--- config.mk ---
export PLATFORM = sky130hd
export DESIGN_NAME = write_only_oram_placement
export DESIGN_NICKNAME = d
export VERILOG_FILES = /design/src/sv/woram_pkg.sv /design/src/sv/write_only_oram_placement.sv /design/src/sv/woram_ram.sv /design/src/sv/woram_rng.sv /design/src/sv/woram_mod.sv
export SDC_FILE = /design/constraint.sdc
export NUM_CORES = 2
export LEC_CHECK = 0
export BUFFER_PORTS_ARGS = -buffer_cell sky130_fd_sc_hd__buf_2
export CORE_MARGIN = 2
export CORE_UTILIZATION = 55
export DETAILED_ROUTE_END_ITERATION = 6
export PLACE_DENSITY = 0.76
export RECOVER_POWER = 25
export SLEW_MARGIN = 20
export SYNTH_ARGS = -nofsm -noshare
export SYNTH_HDL_FRONTEND = slang
export SYNTH_HIERARCHICAL = 1
export SYNTH_SLANG_ARGS = --single-unit
--- constraint.sdc ---
create_clock -name clk_i -period 24.8 [get_ports clk_i]
set_input_delay 7.44 -clock clk_i [delete_from_list [all_inputs] [get_ports clk_i]]
set_output_delay 7.44 -clock clk_i [all_outputs]
set_load 0.01 [all_outputs]
--- src/sv/woram_pkg.sv ---
// ----------------------------------------------------------------------------
// woram_pkg: shared definitions for the write-only ORAM placement engine
// Transaction types, operation and action codes, generator constants and
// the default sizes handed to the top level.
// ----------------------------------------------------------------------------
package woram_pkg;

  // Default sizes for the top-level parameters.
  localparam int unsigned LOGICAL_BLOCKS_DEF  = 8;
  localparam int unsigned PHYSICAL_BLOCKS_DEF = 24;
  localparam int unsigned TOUCH_COUNT_DEF     = 10;

  // Field widths fixed by the transaction format.
  localparam int unsigned OP_W    = 2;
  localparam int unsigned LB_W    = 3;
  localparam int unsigned POS_W   = 5;
  localparam int unsigned ACT_W   = 2;
  localparam int unsigned SEED_W  = 64;
  localparam int unsigned HALF_W  = SEED_W / 2;

  // Operation codes of an input transaction.
  localparam logic [OP_W-1:0] OP_RESTART = 2'd0;
  localparam logic [OP_W-1:0] OP_WRITE   = 2'd1;
  localparam logic [OP_W-1:0] OP_LOOKUP  = 2'd2;

  // Action codes of a result transaction.
  localparam logic [ACT_W-1:0] ACT_NEW    = 2'd0;
  localparam logic [ACT_W-1:0] ACT_KEEP   = 2'd1;
  localparam logic [ACT_W-1:0] ACT_ZERO   = 2'd2;
  localparam logic [ACT_W-1:0] ACT_LOOKUP = 2'd3;

  // xorshift64* generator.
  localparam logic [SEED_W-1:0] SEED_RESET = 64'd1;
  localparam logic [SEED_W-1:0] MULT_CONST = 64'h2545_F491_4F6C_DD1D;
  localparam int unsigned       SHIFT_A    = 12;
  localparam int unsigned       SHIFT_B    = 25;
  localparam int unsigned       SHIFT_C    = 27;

  // Sampling gives up after this many generator draws.
  localparam int unsigned DRAW_LIMIT = 1024;
  localparam int unsigned TRY_W      = $clog2(DRAW_LIMIT + 1);

  // Residue unit consumes the generator output one byte per cycle.
  localparam int unsigned DIGIT_W = 8;
  localparam int unsigned DIGITS  = SEED_W / DIGIT_W;
  localparam int unsigned DCW     = $clog2(DIGITS);

  typedef struct packed {
    logic [OP_W-1:0] op;
    logic [LB_W-1:0] logical_block;
  } in_item_t;

  typedef struct packed {
    logic [POS_W-1:0]  position;
    logic [ACT_W-1:0]  action;
    logic [SEED_W-1:0] nonce;
    logic              mapped;
    logic              last;
  } out_item_t;

  // Commands from the sequencer to the generator.
  typedef struct packed {
    logic start;
    logic load;
  } rng_ctl_t;

endpackage

--- src/sv/write_only_oram_placement.sv ---
// ----------------------------------------------------------------------------
// write_only_oram_placement: placement engine of a write-only ORAM
// Draws distinct physical positions for each logical write, keeps the
// logical-to-physical map and occupancy, and issues per-position actions.
// ----------------------------------------------------------------------------
// Usage:
//   The configuration channel (cfg_*) loads the seed register; it is always
//   ready, and the user must write it only while the engine is idle (the
//   engine does not enforce this). Input transactions carry an op and a
//   logical block. A restart reloads the generator from the seed and clears
//   map and occupancy. A lookup's result is loaded into the output register
//   once it has room. A write yields one result per drawn position in draw
//   order, the last one flagged; ops with code 3 and out-of-range blocks are
//   dropped without a result.
//   Flow: the engine takes one input transaction at a time. Each draw runs
//   the generator (over a shared 32x32 multiplier) and then the modulo unit
//   (a load, then one byte per cycle of the generator output). Each result
//   takes a drawn-RAM read, a generator step and an output register load.
//   Results sit in an output register; while the receiver stalls, the
//   engine waits with the next result, and once the last result of an item
//   is in the register it takes the next input.
//   Reset loads the seed register with 1 and the generator with that value,
//   and clears the map valid bits and the occupancy bits.
// ----------------------------------------------------------------------------
module write_only_oram_placement #(
  parameter int unsigned LOGICAL_BLOCKS  = woram_pkg::LOGICAL_BLOCKS_DEF,
  parameter int unsigned PHYSICAL_BLOCKS = woram_pkg::PHYSICAL_BLOCKS_DEF,
  parameter int unsigned TOUCH_COUNT     = woram_pkg::TOUCH_COUNT_DEF
) (
  input  logic                         clk_i,
  input  logic                         rst_ni,
  input  logic                         cfg_valid_i,
  output logic                         cfg_ready_o,
  input  logic [woram_pkg::SEED_W-1:0] cfg_data_i,
  input  logic                         in_valid_i,
  output logic                         in_ready_o,
  input  woram_pkg::in_item_t          in_data_i,
  output logic                         out_valid_o,
  input  logic                         out_ready_i,
  output woram_pkg::out_item_t         out_data_o
);
  import woram_pkg::*;

  localparam int unsigned PW     = $clog2(PHYSICAL_BLOCKS);
  localparam int unsigned TARGET = (TOUCH_COUNT < PHYSICAL_BLOCKS) ? TOUCH_COUNT
                                                                    : PHYSICAL_BLOCKS;
  localparam int unsigned CW     = $clog2(TARGET + 1);
  localparam int unsigned IW     = $clog2(TARGET);
  localparam int unsigned LAW    = (LOGICAL_BLOCKS > 1) ? $clog2(LOGICAL_BLOCKS) : 1;

  localparam logic [3:0] S_IDLE     = 4'd0;
  localparam logic [3:0] S_LOOK     = 4'd1;
  localparam logic [3:0] S_DRAW_RNG = 4'd2;
  localparam logic [3:0] S_DRAW_MOD = 4'd3;
  localparam logic [3:0] S_PLACE    = 4'd4;
  localparam logic [3:0] S_EMIT_RD  = 4'd5;
  localparam logic [3:0] S_EMIT_RNG = 4'd6;
  localparam logic [3:0] S_EMIT_OUT = 4'd7;

  logic [3:0]                 state_q, state_d;
  logic [SEED_W-1:0]          seed_q;
  logic [LAW-1:0]             lb_addr_q, lb_addr_d;
  logic [LOGICAL_BLOCKS-1:0]  map_valid_q, map_valid_d;
  logic [PHYSICAL_BLOCKS-1:0] occupied_q, occupied_d;
  logic [PHYSICAL_BLOCKS-1:0] drawn_q, drawn_d;
  logic [CW-1:0]              draw_cnt_q, draw_cnt_d;
  logic [CW-1:0]              emit_idx_q, emit_idx_d;
  logic [TRY_W-1:0]           tries_q, tries_d;
  logic                       ff_valid_q, ff_valid_d;
  logic [PW-1:0]              ff_q, ff_d;
  logic                       have_q, have_d;
  logic [PW-1:0]              home_q, home_d;
  logic                       out_valid_q, out_valid_d;
  out_item_t                  out_q, out_d;
  logic                       out_load;
  logic                       slot_free;

  logic                       in_acc;
  logic                       lb_in_range;
  logic [LAW-1:0]             in_lb_addr;
  logic                       new_pos;
  logic [CW-1:0]              cnt_next;
  logic [TRY_W-1:0]           tries_next;
  logic                       old_valid;
  logic                       old_drawn;
  logic                       last_emit;

  rng_ctl_t                   rng_ctl;
  logic                       rng_done;
  logic [SEED_W-1:0]          rng_value;
  logic                       mod_start;
  logic                       mod_done;
  logic [PW-1:0]              mod_res;

  logic                       home_re, home_we;
  logic [PW-1:0]              home_rdata;
  logic                       dr_we, dr_re;
  logic [PW-1:0]              dr_rdata;

  // Generator and modulo unit.
  woram_rng u_rng (
    .clk_i   (clk_i),
    .rst_ni  (rst_ni),
    .ctl_i   (rng_ctl),
    .seed_i  (seed_q),
    .done_o  (rng_done),
    .value_o (rng_value)
  );

  woram_mod #(
    .PHYSICAL_BLOCKS (PHYSICAL_BLOCKS)
  ) u_mod (
    .clk_i   (clk_i),
    .rst_ni  (rst_ni),
    .start_i (mod_start),
    .value_i (rng_value),
    .done_o  (mod_done),
    .res_o   (mod_res)
  );

  // Home map: read when a transaction is taken, written back at placement.
  // The two never fall in the same transaction step, so no forwarding.
  woram_ram #(
    .WIDTH (PW),
    .DEPTH (LOGICAL_BLOCKS)
  ) u_home_ram (
    .clk_i   (clk_i),
    .we_i    (home_we),
    .waddr_i (lb_addr_q),
    .wdata_i (home_d),
    .re_i    (home_re),
    .raddr_i (in_lb_addr),
    .rdata_o (home_rdata)
  );

  // Drawn positions in draw order.
  woram_ram #(
    .WIDTH (PW),
    .DEPTH (TARGET)
  ) u_drawn_ram (
    .clk_i   (clk_i),
    .we_i    (dr_we),
    .waddr_i (draw_cnt_q[IW-1:0]),
    .wdata_i (mod_res),
    .re_i    (dr_re),
    .raddr_i (emit_idx_q[IW-1:0]),
    .rdata_o (dr_rdata)
  );

  // Handshake decode.
  assign cfg_ready_o = 1'b1;
  assign in_ready_o  = (state_q == S_IDLE);
  assign in_acc      = in_valid_i && in_ready_o;
  assign lb_in_range = 32'(in_data_i.logical_block) < LOGICAL_BLOCKS;
  assign in_lb_addr  = LAW'(in_data_i.logical_block);
  assign slot_free   = !out_valid_q || out_ready_i;

  // Sampling bookkeeping: a fresh position is one not drawn yet.
  assign new_pos    = !drawn_q[mod_res];
  assign cnt_next   = draw_cnt_q + CW'(new_pos);
  assign tries_next = tries_q + 1'b1;

  // Placement inputs: the old home and whether it was drawn again.
  assign old_valid  = map_valid_q[lb_addr_q];
  assign old_drawn  = old_valid && drawn_q[home_rdata];
  assign last_emit  = (CW'(emit_idx_q + 1'b1) == draw_cnt_q);

  // Sequencer.
  always_comb begin
    state_d     = state_q;
    lb_addr_d   = lb_addr_q;
    map_valid_d = map_valid_q;
    occupied_d  = occupied_q;
    drawn_d     = drawn_q;
    draw_cnt_d  = draw_cnt_q;
    emit_idx_d  = emit_idx_q;
    tries_d     = tries_q;
    ff_valid_d  = ff_valid_q;
    ff_d        = ff_q;
    have_d      = have_q;
    home_d      = home_q;
    out_d       = out_q;
    out_load    = 1'b0;
    rng_ctl     = '0;
    mod_start   = 1'b0;
    home_re     = 1'b0;
    home_we     = 1'b0;
    dr_we       = 1'b0;
    dr_re       = 1'b0;

    unique case (state_q)
      S_IDLE: begin
        if (in_acc) begin
          lb_addr_d = in_lb_addr;
          unique case (in_data_i.op)
            OP_RESTART: begin
              rng_ctl.load = 1'b1;
              map_valid_d  = '0;
              occupied_d   = '0;
              draw_cnt_d   = '0;
            end
            OP_WRITE: begin
              if (lb_in_range) begin
                home_re       = 1'b1;
                drawn_d       = '0;
                draw_cnt_d    = '0;
                tries_d       = '0;
                ff_valid_d    = 1'b0;
                rng_ctl.start = 1'b1;
                state_d       = S_DRAW_RNG;
              end
            end
            OP_LOOKUP: begin
              if (lb_in_range) begin
                home_re = 1'b1;
                state_d = S_LOOK;
              end
            end
            default: ;
          endcase
        end
      end

      // Lookup answer, once the output register has room.
      S_LOOK: begin
        if (slot_free) begin
          out_load       = 1'b1;
          out_d.position = map_valid_q[lb_addr_q] ? POS_W'(home_rdata) : '0;
          out_d.action   = ACT_LOOKUP;
          out_d.nonce    = '0;
          out_d.mapped   = map_valid_q[lb_addr_q];
          out_d.last     = 1'b1;
          state_d        = S_IDLE;
        end
      end

      S_DRAW_RNG: begin
        if (rng_done) begin
          mod_start = 1'b1;
          state_d   = S_DRAW_MOD;
        end
      end

      // Keep a fresh position, note the first free one, and either draw
      // again or move on to placement.
      S_DRAW_MOD: begin
        if (mod_done) begin
          tries_d = tries_next;
          if (new_pos) begin
            dr_we            = 1'b1;
            drawn_d[mod_res] = 1'b1;
            draw_cnt_d       = cnt_next;
            if (!occupied_q[mod_res] && !ff_valid_q) begin
              ff_valid_d = 1'b1;
              ff_d       = mod_res;
            end
          end
          if ((cnt_next == CW'(TARGET)) || (tries_next == TRY_W'(DRAW_LIMIT))) begin
            state_d = S_PLACE;
          end else begin
            rng_ctl.start = 1'b1;
            state_d       = S_DRAW_RNG;
          end
        end
      end

      // The old home stays if it was drawn; otherwise the first free drawn
      // position becomes home and frees the old one; if none, no change.
      S_PLACE: begin
        priority if (old_drawn) begin
          have_d = 1'b1;
          home_d = home_rdata;
        end else if (ff_valid_q) begin
          have_d = 1'b1;
          home_d = ff_q;
          if (old_valid) begin
            occupied_d[home_rdata] = 1'b0;
          end
        end else begin
          have_d = 1'b0;
        end
        if (have_d) begin
          occupied_d[home_d]     = 1'b1;
          map_valid_d[lb_addr_q] = 1'b1;
          home_we                = 1'b1;
        end
        emit_idx_d = '0;
        state_d    = S_EMIT_RD;
      end

      S_EMIT_RD: begin
        dr_re         = 1'b1;
        rng_ctl.start = 1'b1;
        state_d       = S_EMIT_RNG;
      end

      S_EMIT_RNG: begin
        if (rng_done) begin
          state_d = S_EMIT_OUT;
        end
      end

      // One result per drawn position, each with a fresh nonce.
      S_EMIT_OUT: begin
        if (slot_free) begin
          out_load       = 1'b1;
          out_d.position = POS_W'(dr_rdata);
          priority if (have_q && (dr_rdata == home_q)) begin
            out_d.action = ACT_NEW;
          end else if (occupied_q[dr_rdata]) begin
            out_d.action = ACT_KEEP;
          end else begin
            out_d.action = ACT_ZERO;
          end
          out_d.nonce  = rng_value;
          out_d.mapped = 1'b0;
          out_d.last   = last_emit;
          if (last_emit) begin
            state_d = S_IDLE;
          end else begin
            emit_idx_d = emit_idx_q + 1'b1;
            state_d    = S_EMIT_RD;
          end
        end
      end

      default: state_d = S_IDLE;
    endcase
  end

  // Output register valid.
  always_comb begin
    if (out_load) begin
      out_valid_d = 1'b1;
    end else if (out_ready_i) begin
      out_valid_d = 1'b0;
    end else begin
      out_valid_d = out_valid_q;
    end
  end

  // Control state.
  always_ff @(posedge clk_i or negedge rst_ni) begin
    if (!rst_ni) begin
      state_q     <= S_IDLE;
      seed_q      <= SEED_RESET;
      map_valid_q <= '0;
      occupied_q  <= '0;
      drawn_q     <= '0;
      draw_cnt_q  <= '0;
      emit_idx_q  <= '0;
      tries_q     <= '0;
      ff_valid_q  <= 1'b0;
      have_q      <= 1'b0;
      out_valid_q <= 1'b0;
    end else begin
      state_q     <= state_d;
      map_valid_q <= map_valid_d;
      occupied_q  <= occupied_d;
      drawn_q     <= drawn_d;
      draw_cnt_q  <= draw_cnt_d;
      emit_idx_q  <= emit_idx_d;
      tries_q     <= tries_d;
      ff_valid_q  <= ff_valid_d;
      have_q      <= have_d;
      out_valid_q <= out_valid_d;
      if (cfg_valid_i && cfg_ready_o) begin
        seed_q <= cfg_data_i;
      end
    end
  end

  // Payload registers.
  always_ff @(posedge clk_i) begin
    lb_addr_q <= lb_addr_d;
    ff_q      <= ff_d;
    home_q    <= home_d;
    if (out_load) begin
      out_q <= out_d;
    end
  end

  assign out_valid_o = out_valid_q;
  assign out_data_o  = out_q;

  // Every mapped logical block owns exactly one occupied position.
  a_occ_matches_map: assert property (@(posedge clk_i) disable iff (!rst_ni)
    $countones(occupied_q) == $countones(map_valid_q))
    else $error("occupancy count differs from mapped block count");

  // The sampling count never passes the draw target.
  a_cnt_bound: assert property (@(posedge clk_i) disable iff (!rst_ni)
    draw_cnt_q <= CW'(TARGET))
    else $error("drawn position count exceeds target");

  // Results are only issued for positions that were drawn.
  a_emit_bound: assert property (@(posedge clk_i) disable iff (!rst_ni)
    (state_q == S_EMIT_OUT) |-> (emit_idx_q < draw_cnt_q))
    else $error("result index beyond drawn positions");

  // The modulo unit returns a valid physical position.
  a_mod_range: assert property (@(posedge clk_i) disable iff (!rst_ni)
    mod_done |-> (32'(mod_res) < PHYSICAL_BLOCKS))
    else $error("drawn position out of range");

endmodule

--- src/sv/woram_ram.sv ---
// ----------------------------------------------------------------------------
// woram_ram: generic single-port-write, single-port-read RAM
// One write and one read per cycle; read data is registered and holds its
// value until the next read.
// ----------------------------------------------------------------------------
module woram_ram #(
  parameter int unsigned WIDTH = 8,
  parameter int unsigned DEPTH = 8
) (
  input  logic                                     clk_i,
  input  logic                                     we_i,
  input  logic [((DEPTH > 1) ? $clog2(DEPTH) : 1)-1:0] waddr_i,
  input  logic [WIDTH-1:0]                         wdata_i,
  input  logic                                     re_i,
  input  logic [((DEPTH > 1) ? $clog2(DEPTH) : 1)-1:0] raddr_i,
  output logic [WIDTH-1:0]                         rdata_o
);

  logic [WIDTH-1:0] mem_q [DEPTH];
  logic [WIDTH-1:0] rdata_q;

  // Storage array and registered read port.
  always_ff @(posedge clk_i) begin
    if (we_i) begin
      mem_q[waddr_i] <= wdata_i;
    end
    if (re_i) begin
      rdata_q <= mem_q[raddr_i];
    end
  end

  assign rdata_o = rdata_q;

endmodule

--- src/sv/woram_rng.sv ---
// ----------------------------------------------------------------------------
// woram_rng: xorshift64* generator with a shared 32x32 multiplier
// A start advances the state and forms the low 64 bits of state * constant
// from three partial products, one per cycle; done pulses when ready.
// ----------------------------------------------------------------------------
module woram_rng (
  input  logic                          clk_i,
  input  logic                          rst_ni,
  input  woram_pkg::rng_ctl_t           ctl_i,
  input  logic [woram_pkg::SEED_W-1:0]  seed_i,
  output logic                          done_o,
  output logic [woram_pkg::SEED_W-1:0]  value_o
);
  import woram_pkg::*;

  localparam logic [1:0] ST_IDLE    = 2'd0;
  localparam logic [1:0] ST_LOW     = 2'd1;
  localparam logic [1:0] ST_CROSS_A = 2'd2;
  localparam logic [1:0] ST_CROSS_B = 2'd3;

  logic [1:0]        step_q;
  logic              done_q;
  logic [SEED_W-1:0] x_q;
  logic [SEED_W-1:0] acc_q;
  logic [HALF_W-1:0] cross_q;
  logic [SEED_W-1:0] value_q;
  logic [SEED_W-1:0] x_shift;
  logic [HALF_W-1:0] mul_a;
  logic [HALF_W-1:0] mul_b;
  logic [SEED_W-1:0] prod;

  // One xorshift step of the state.
  always_comb begin
    x_shift = x_q ^ (x_q >> SHIFT_A);
    x_shift = x_shift ^ (x_shift << SHIFT_B);
    x_shift = x_shift ^ (x_shift >> SHIFT_C);
  end

  // Operand selection for the shared multiplier.
  always_comb begin
    unique case (step_q)
      ST_CROSS_A: begin
        mul_a = x_q[SEED_W-1:HALF_W];
        mul_b = MULT_CONST[HALF_W-1:0];
      end
      ST_CROSS_B: begin
        mul_a = x_q[HALF_W-1:0];
        mul_b = MULT_CONST[SEED_W-1:HALF_W];
      end
      default: begin
        mul_a = x_q[HALF_W-1:0];
        mul_b = MULT_CONST[HALF_W-1:0];
      end
    endcase
  end

  assign prod = mul_a * mul_b;

  // Generator state and sequencing.
  always_ff @(posedge clk_i or negedge rst_ni) begin
    if (!rst_ni) begin
      x_q    <= SEED_RESET;
      step_q <= ST_IDLE;
      done_q <= 1'b0;
    end else begin
      done_q <= 1'b0;
      unique case (step_q)
        ST_IDLE: begin
          if (ctl_i.load) begin
            x_q <= seed_i;
          end else if (ctl_i.start) begin
            x_q    <= x_shift;
            step_q <= ST_LOW;
          end
        end
        ST_LOW:     step_q <= ST_CROSS_A;
        ST_CROSS_A: step_q <= ST_CROSS_B;
        ST_CROSS_B: begin
          step_q <= ST_IDLE;
          done_q <= 1'b1;
        end
        default:    step_q <= ST_IDLE;
      endcase
    end
  end

  // Partial products; the cross terms only reach the upper half.
  always_ff @(posedge clk_i) begin
    unique case (step_q)
      ST_LOW:     acc_q   <= prod;
      ST_CROSS_A: cross_q <= prod[HALF_W-1:0];
      ST_CROSS_B: value_q <= acc_q + {cross_q + prod[HALF_W-1:0], {HALF_W{1'b0}}};
      default: ;
    endcase
  end

  assign done_o  = done_q;
  assign value_o = value_q;

endmodule

--- src/sv/woram_mod.sv ---
// ----------------------------------------------------------------------------
// woram_mod: residue of a 64-bit word modulo the physical block count
// Restoring reduction, one byte per cycle from the most significant end;
// done pulses after the last byte.
// ----------------------------------------------------------------------------
module woram_mod #(
  parameter int unsigned PHYSICAL_BLOCKS = woram_pkg::PHYSICAL_BLOCKS_DEF
) (
  input  logic                                 clk_i,
  input  logic                                 rst_ni,
  input  logic                                 start_i,
  input  logic [woram_pkg::SEED_W-1:0]         value_i,
  output logic                                 done_o,
  output logic [$clog2(PHYSICAL_BLOCKS)-1:0]   res_o
);
  import woram_pkg::*;

  localparam int unsigned RW = $clog2(PHYSICAL_BLOCKS) + 1;

  logic              busy_q;
  logic              done_q;
  logic [DCW-1:0]    cnt_q;
  logic [SEED_W-1:0] sh_q;
  logic [RW-1:0]     r_q;
  logic [RW-1:0]     r_v;

  // Shift in one byte, subtracting the modulus whenever the partial
  // remainder reaches it.
  always_comb begin
    r_v = r_q;
    for (int i = 0; i < DIGIT_W; i++) begin
      r_v = {r_v[RW-2:0], sh_q[SEED_W-1-i]};
      if (r_v >= RW'(PHYSICAL_BLOCKS)) begin
        r_v = r_v - RW'(PHYSICAL_BLOCKS);
      end
    end
  end

  // Control.
  always_ff @(posedge clk_i or negedge rst_ni) begin
    if (!rst_ni) begin
      busy_q <= 1'b0;
      done_q <= 1'b0;
      cnt_q  <= '0;
    end else begin
      done_q <= 1'b0;
      if (start_i) begin
        busy_q <= 1'b1;
        cnt_q  <= '0;
      end else if (busy_q) begin
        cnt_q <= cnt_q + 1'b1;
        if (cnt_q == DCW'(DIGITS - 1)) begin
          busy_q <= 1'b0;
          done_q <= 1'b1;
        end
      end
    end
  end

  // Operand and partial remainder.
  always_ff @(posedge clk_i) begin
    if (start_i) begin
      sh_q <= value_i;
      r_q  <= '0;
    end else if (busy_q) begin
      sh_q <= sh_q << DIGIT_W;
      r_q  <= r_v;
    end
  end

  assign done_o = done_q;
  assign res_o  = r_q[RW-2:0];

endmodule

==> results.py <==
metrics = {
    "timing": {
        "rsz0062_at_grt": "no",
        "finalHoldViolations": 0,
        "final_worst_clock_skew_ps": 39.96,
        "setup-violations-final": 0,
        "hold-worst-slack_ps": 416.7,
        "timing_worst_slew_pin_value_ps": 3788,
        "period_needed_ps": 14440,
        "clock.fmax_ghz": 0.06927,
        "setup_tns_final_ps": 0,
        "layout_worst_path_cycle_share_pct": 58.21,
        "max_slew_margin_pct": -152.5,
        "final-max-slew-violation-count": 629,
    },
    "cts": {
        "cts_resized": 0,
        "cts-buffers-inserted": 70,
        "post-cts-setup-buffers": 0,
        "numClockSinks": 632,
        "cts_tree": "built",
        "cts.path.max_buffers": 3,
        "clk_transition_reported_paths_ps": 60,
        "ctsHtreeMaxLevel": 3,
        "ctsHoldBuffers": 0,
        "cts.root.buffer_cell": "clkbuf_16",
        "insertion_delay_ps": 650,
    },
    "floorplan": {
        "io_pins": 150,
        "core.rowCount": 115,
        "dieHeight_um": 318.9,
        "floorplan.die.width_um": 318.9,
        "floorplan.die_area_sq_mm": 0.1017,
        "initial_cell_density_of_the_core_pct": 55.49,
        "floorplan.core_area_sq_mm": 0.09828,
    },
    "worst_setup_path": {
        "setup.worst_path.start_class": "register",
        "critPathSlowestCell": "clkbuf_1",
        "critical-path-max-stage-delay_ps": 1780,
        "critPathTopFamily": "adder cells",
        "cp-end-kind": "register",
        "timing.critical_path.required_ps": 25200,
        "worst-endpoint-arrival_ps": 14840,
        "timing.setup.critical_path_class": "reg -> reg",
        "cp_common_cell": "ha_1",
        "timing.critical_path.fanout_max": 40,
        "path_buf_inv": 4,
    },
    "synthesis": {
        "asyncSetResetFlopFracSynth_pct": 34.34,
        "synth-seq-area-share_pct": 32.63,
        "synthTopCellsByArea": "edfxtp_1, fa_1, ha_1",
        "synth.lib_cells_used.distinct": 111,
        "netlist_area_sq_mm": 0.05453,
        "syn-instance-count": 4855,
        "synth.ff_latch_count": 632,
        "yosys_warnings": 6,
        "ys_dominant_reg_cell": "edfxtp_1",
        "synthesis.area_per_instance_sq_um": 11.23,
        "synth-edff-count": 405,
        "synth_largest_area_cell": "edfxtp_1",
        "synth.top_cell.area_share_pct": 22.30,
    },
    "finish": {
        "fill_count": 7895,
        "layout.cells.most_common": "inv_1",
        "layout-drive-gt1-share_pct": 10.39,
        "mostFrequentLayoutCells": "inv_1, fa_1, ha_1, edfxtp_1, a21oi_1",
        "syn_to_final_growth_pct": 8.118,
        "diodes": 0,
        "postLayoutCoreUtil_pct": 59.99,
        "finish.cell_count_without_fillers": 6348,
        "final_nets": 6159,
    },
    "drt": {
        "via_count": 36830,
        "routed_wire_length_per_instance_um": 21.62,
        "first_iter_violations": 3358,
        "dr_pass1_iterations": 6,
        "drc_errors": 0,
        "routed_wirelength_um": 137200,
        "ant_nets": 0,
        "avgViaCountPerCell": 5.801,
    },
    "power_and_ir_drop": {
        "power_leakage_nw": 25.98,
        "ir_worst_vdd_v": 0.0001404,
        "power-per-cell-area_mw_per_mm2": 83.83,
        "total_power_mw": 4.943,
    },
    "global_route": {
        "grt_pass1_vias": 36850,
        "antenna_violations_before_repair": 2,
        "grt_start_max_net_pins": 92,
        "global_route.overflow_total": 0,
        "grt_pass1_wl_um": 211800,
        "grtUsageTotal_pct": 27.17,
    },
    "placed_design": {
        "dp_hpwl_um": 109400,
        "dp_cells": 6219,
        "global_placement_routability_congestion": 0.9554,
        "port_buffers": 148,
    },
    "status": {
        "violations_in_the_final_reports": "capacitance limit, slew limit",
        "status": "finished, violations left",
    },
    "worst_hold_path": {
        "hold_path_class": "reg -> reg",
    },
    "job": {
        "cap_viol_max_count": 13,
    },
}
-- where the power goes --
part           leakage, nW  total, mW  internal (mW)  switching (mW)
logic                 18.7       2.62           1.03            1.58
registers             6.16       1.28           1.27         0.00916
clock network         1.11       1.05          0.593           0.453
-- layout make-up --
| cell class | count | area, sq um | area share [%] |
|---|---|---|---|
| clock buffers | 84 | 1836 | 3.113 |
| flip-flops and latches | 632 | 17790 | 30.18 |
| multi-input cells | 3242 | 32980 | 55.93 |
| well taps | 1287 | 1610 | 2.731 |
| clock inverters | 45 | 484.2 | 0.8213 |
| inverters | 875 | 3287 | 5.575 |
| repair buffers | 183 | 968.4 | 1.643 |
-- registers in the layout (all words and copies together) (netlist names), 5 cells and up --
signal and count:
map_valid_q 8, out_data_o 73, u_rng/acc_q 64, u_mod/sh_q 64
u_drawn_ram/mem_q 50, occupied_q 24, ff_q 5, tries_q 11
u_drawn_ram/rdata_o 5, u_rng/cross_q 32, u_home_ram/rdata_o 5, u_rng/x_q 64
u_mod/r_q 5, seed_q 64, u_rng/value_o 64, home_q 5
u_home_ram/mem_q 40, drawn_q 24
-- stage by stage --
step                instance area, sq um  worst slack (ps)
CTS                                59020             12650
global route                       58960              9573
finish                             58960             10360
floorplan                          54750             13080
detailed placement                 56700             12680
global placement                   56700             13010
-- per-layer routing --
metal	track usage (%)	routed length, um
met5	0	23
met4	9.784	5306
met3	4.458	9614
met2	42.31	63190
met1	38.66	59110
-- cells by family (layout without fill, tap and decap cells) --
logic type | count (synthesis) | count (layout) | synth area share, %
mux | 237 | 237 | 5.612
compound gates | 804 | 804 | 9.660
buf+inv | 1039 | 1187 | 7.370
other cells | 3 | 61 | 0.02065
flops | 632 | 632 | 32.63
xor+xnor | 264 | 264 | 4.265
fa+ha+maj | 1081 | 1081 | 33.09
simple gates | 795 | 795 | 7.349
-- synthesized netlist by cell type, drive strengths merged (7+ instances only) --
library cell,n
o21a,27
nor3b,16
or3,8
a22o,32
nor3,72
dfrtp,215
nor2,196
o31ai,44
a211oi,13
nor2b,34
and2,89
xor2,72
nand3,50
mux4,37
dfxtp,10
o22ai,46
o211ai,33
a21o,83
a21oi,231
or2,23
fa,602
and3,26
o21ai,160
nand2,195
edfxtp,405
mux2i,56
inv,874
nand3b,7
o21bai,21
ha,479
a22oi,17
a31oi,27
nand4,20
clkbuf,112
xnor2,191
buf,52
nor4,10
nand2b,27
mux2,144
-- worst paths after layout --
check,start,end,cells past startpoint,slack [ps]
worst max-delay path,u_rng/step_q[0],u_rng/value_o[62],40,10360
worst min-delay path,u_rng/acc_q[1],u_rng/value_o[1],0,420
worst max register to register,u_rng/step_q[0],u_rng/value_o[62],40,10360
worst min register to register,u_rng/acc_q[1],u_rng/value_o[1],0,420
max in group asynchronous,rst_ni,u_rng/x_q[15],3,15760
min in group asynchronous,rst_ni,u_mod/cnt_q[1],1,6760
(Power assumes the default switching activity.)
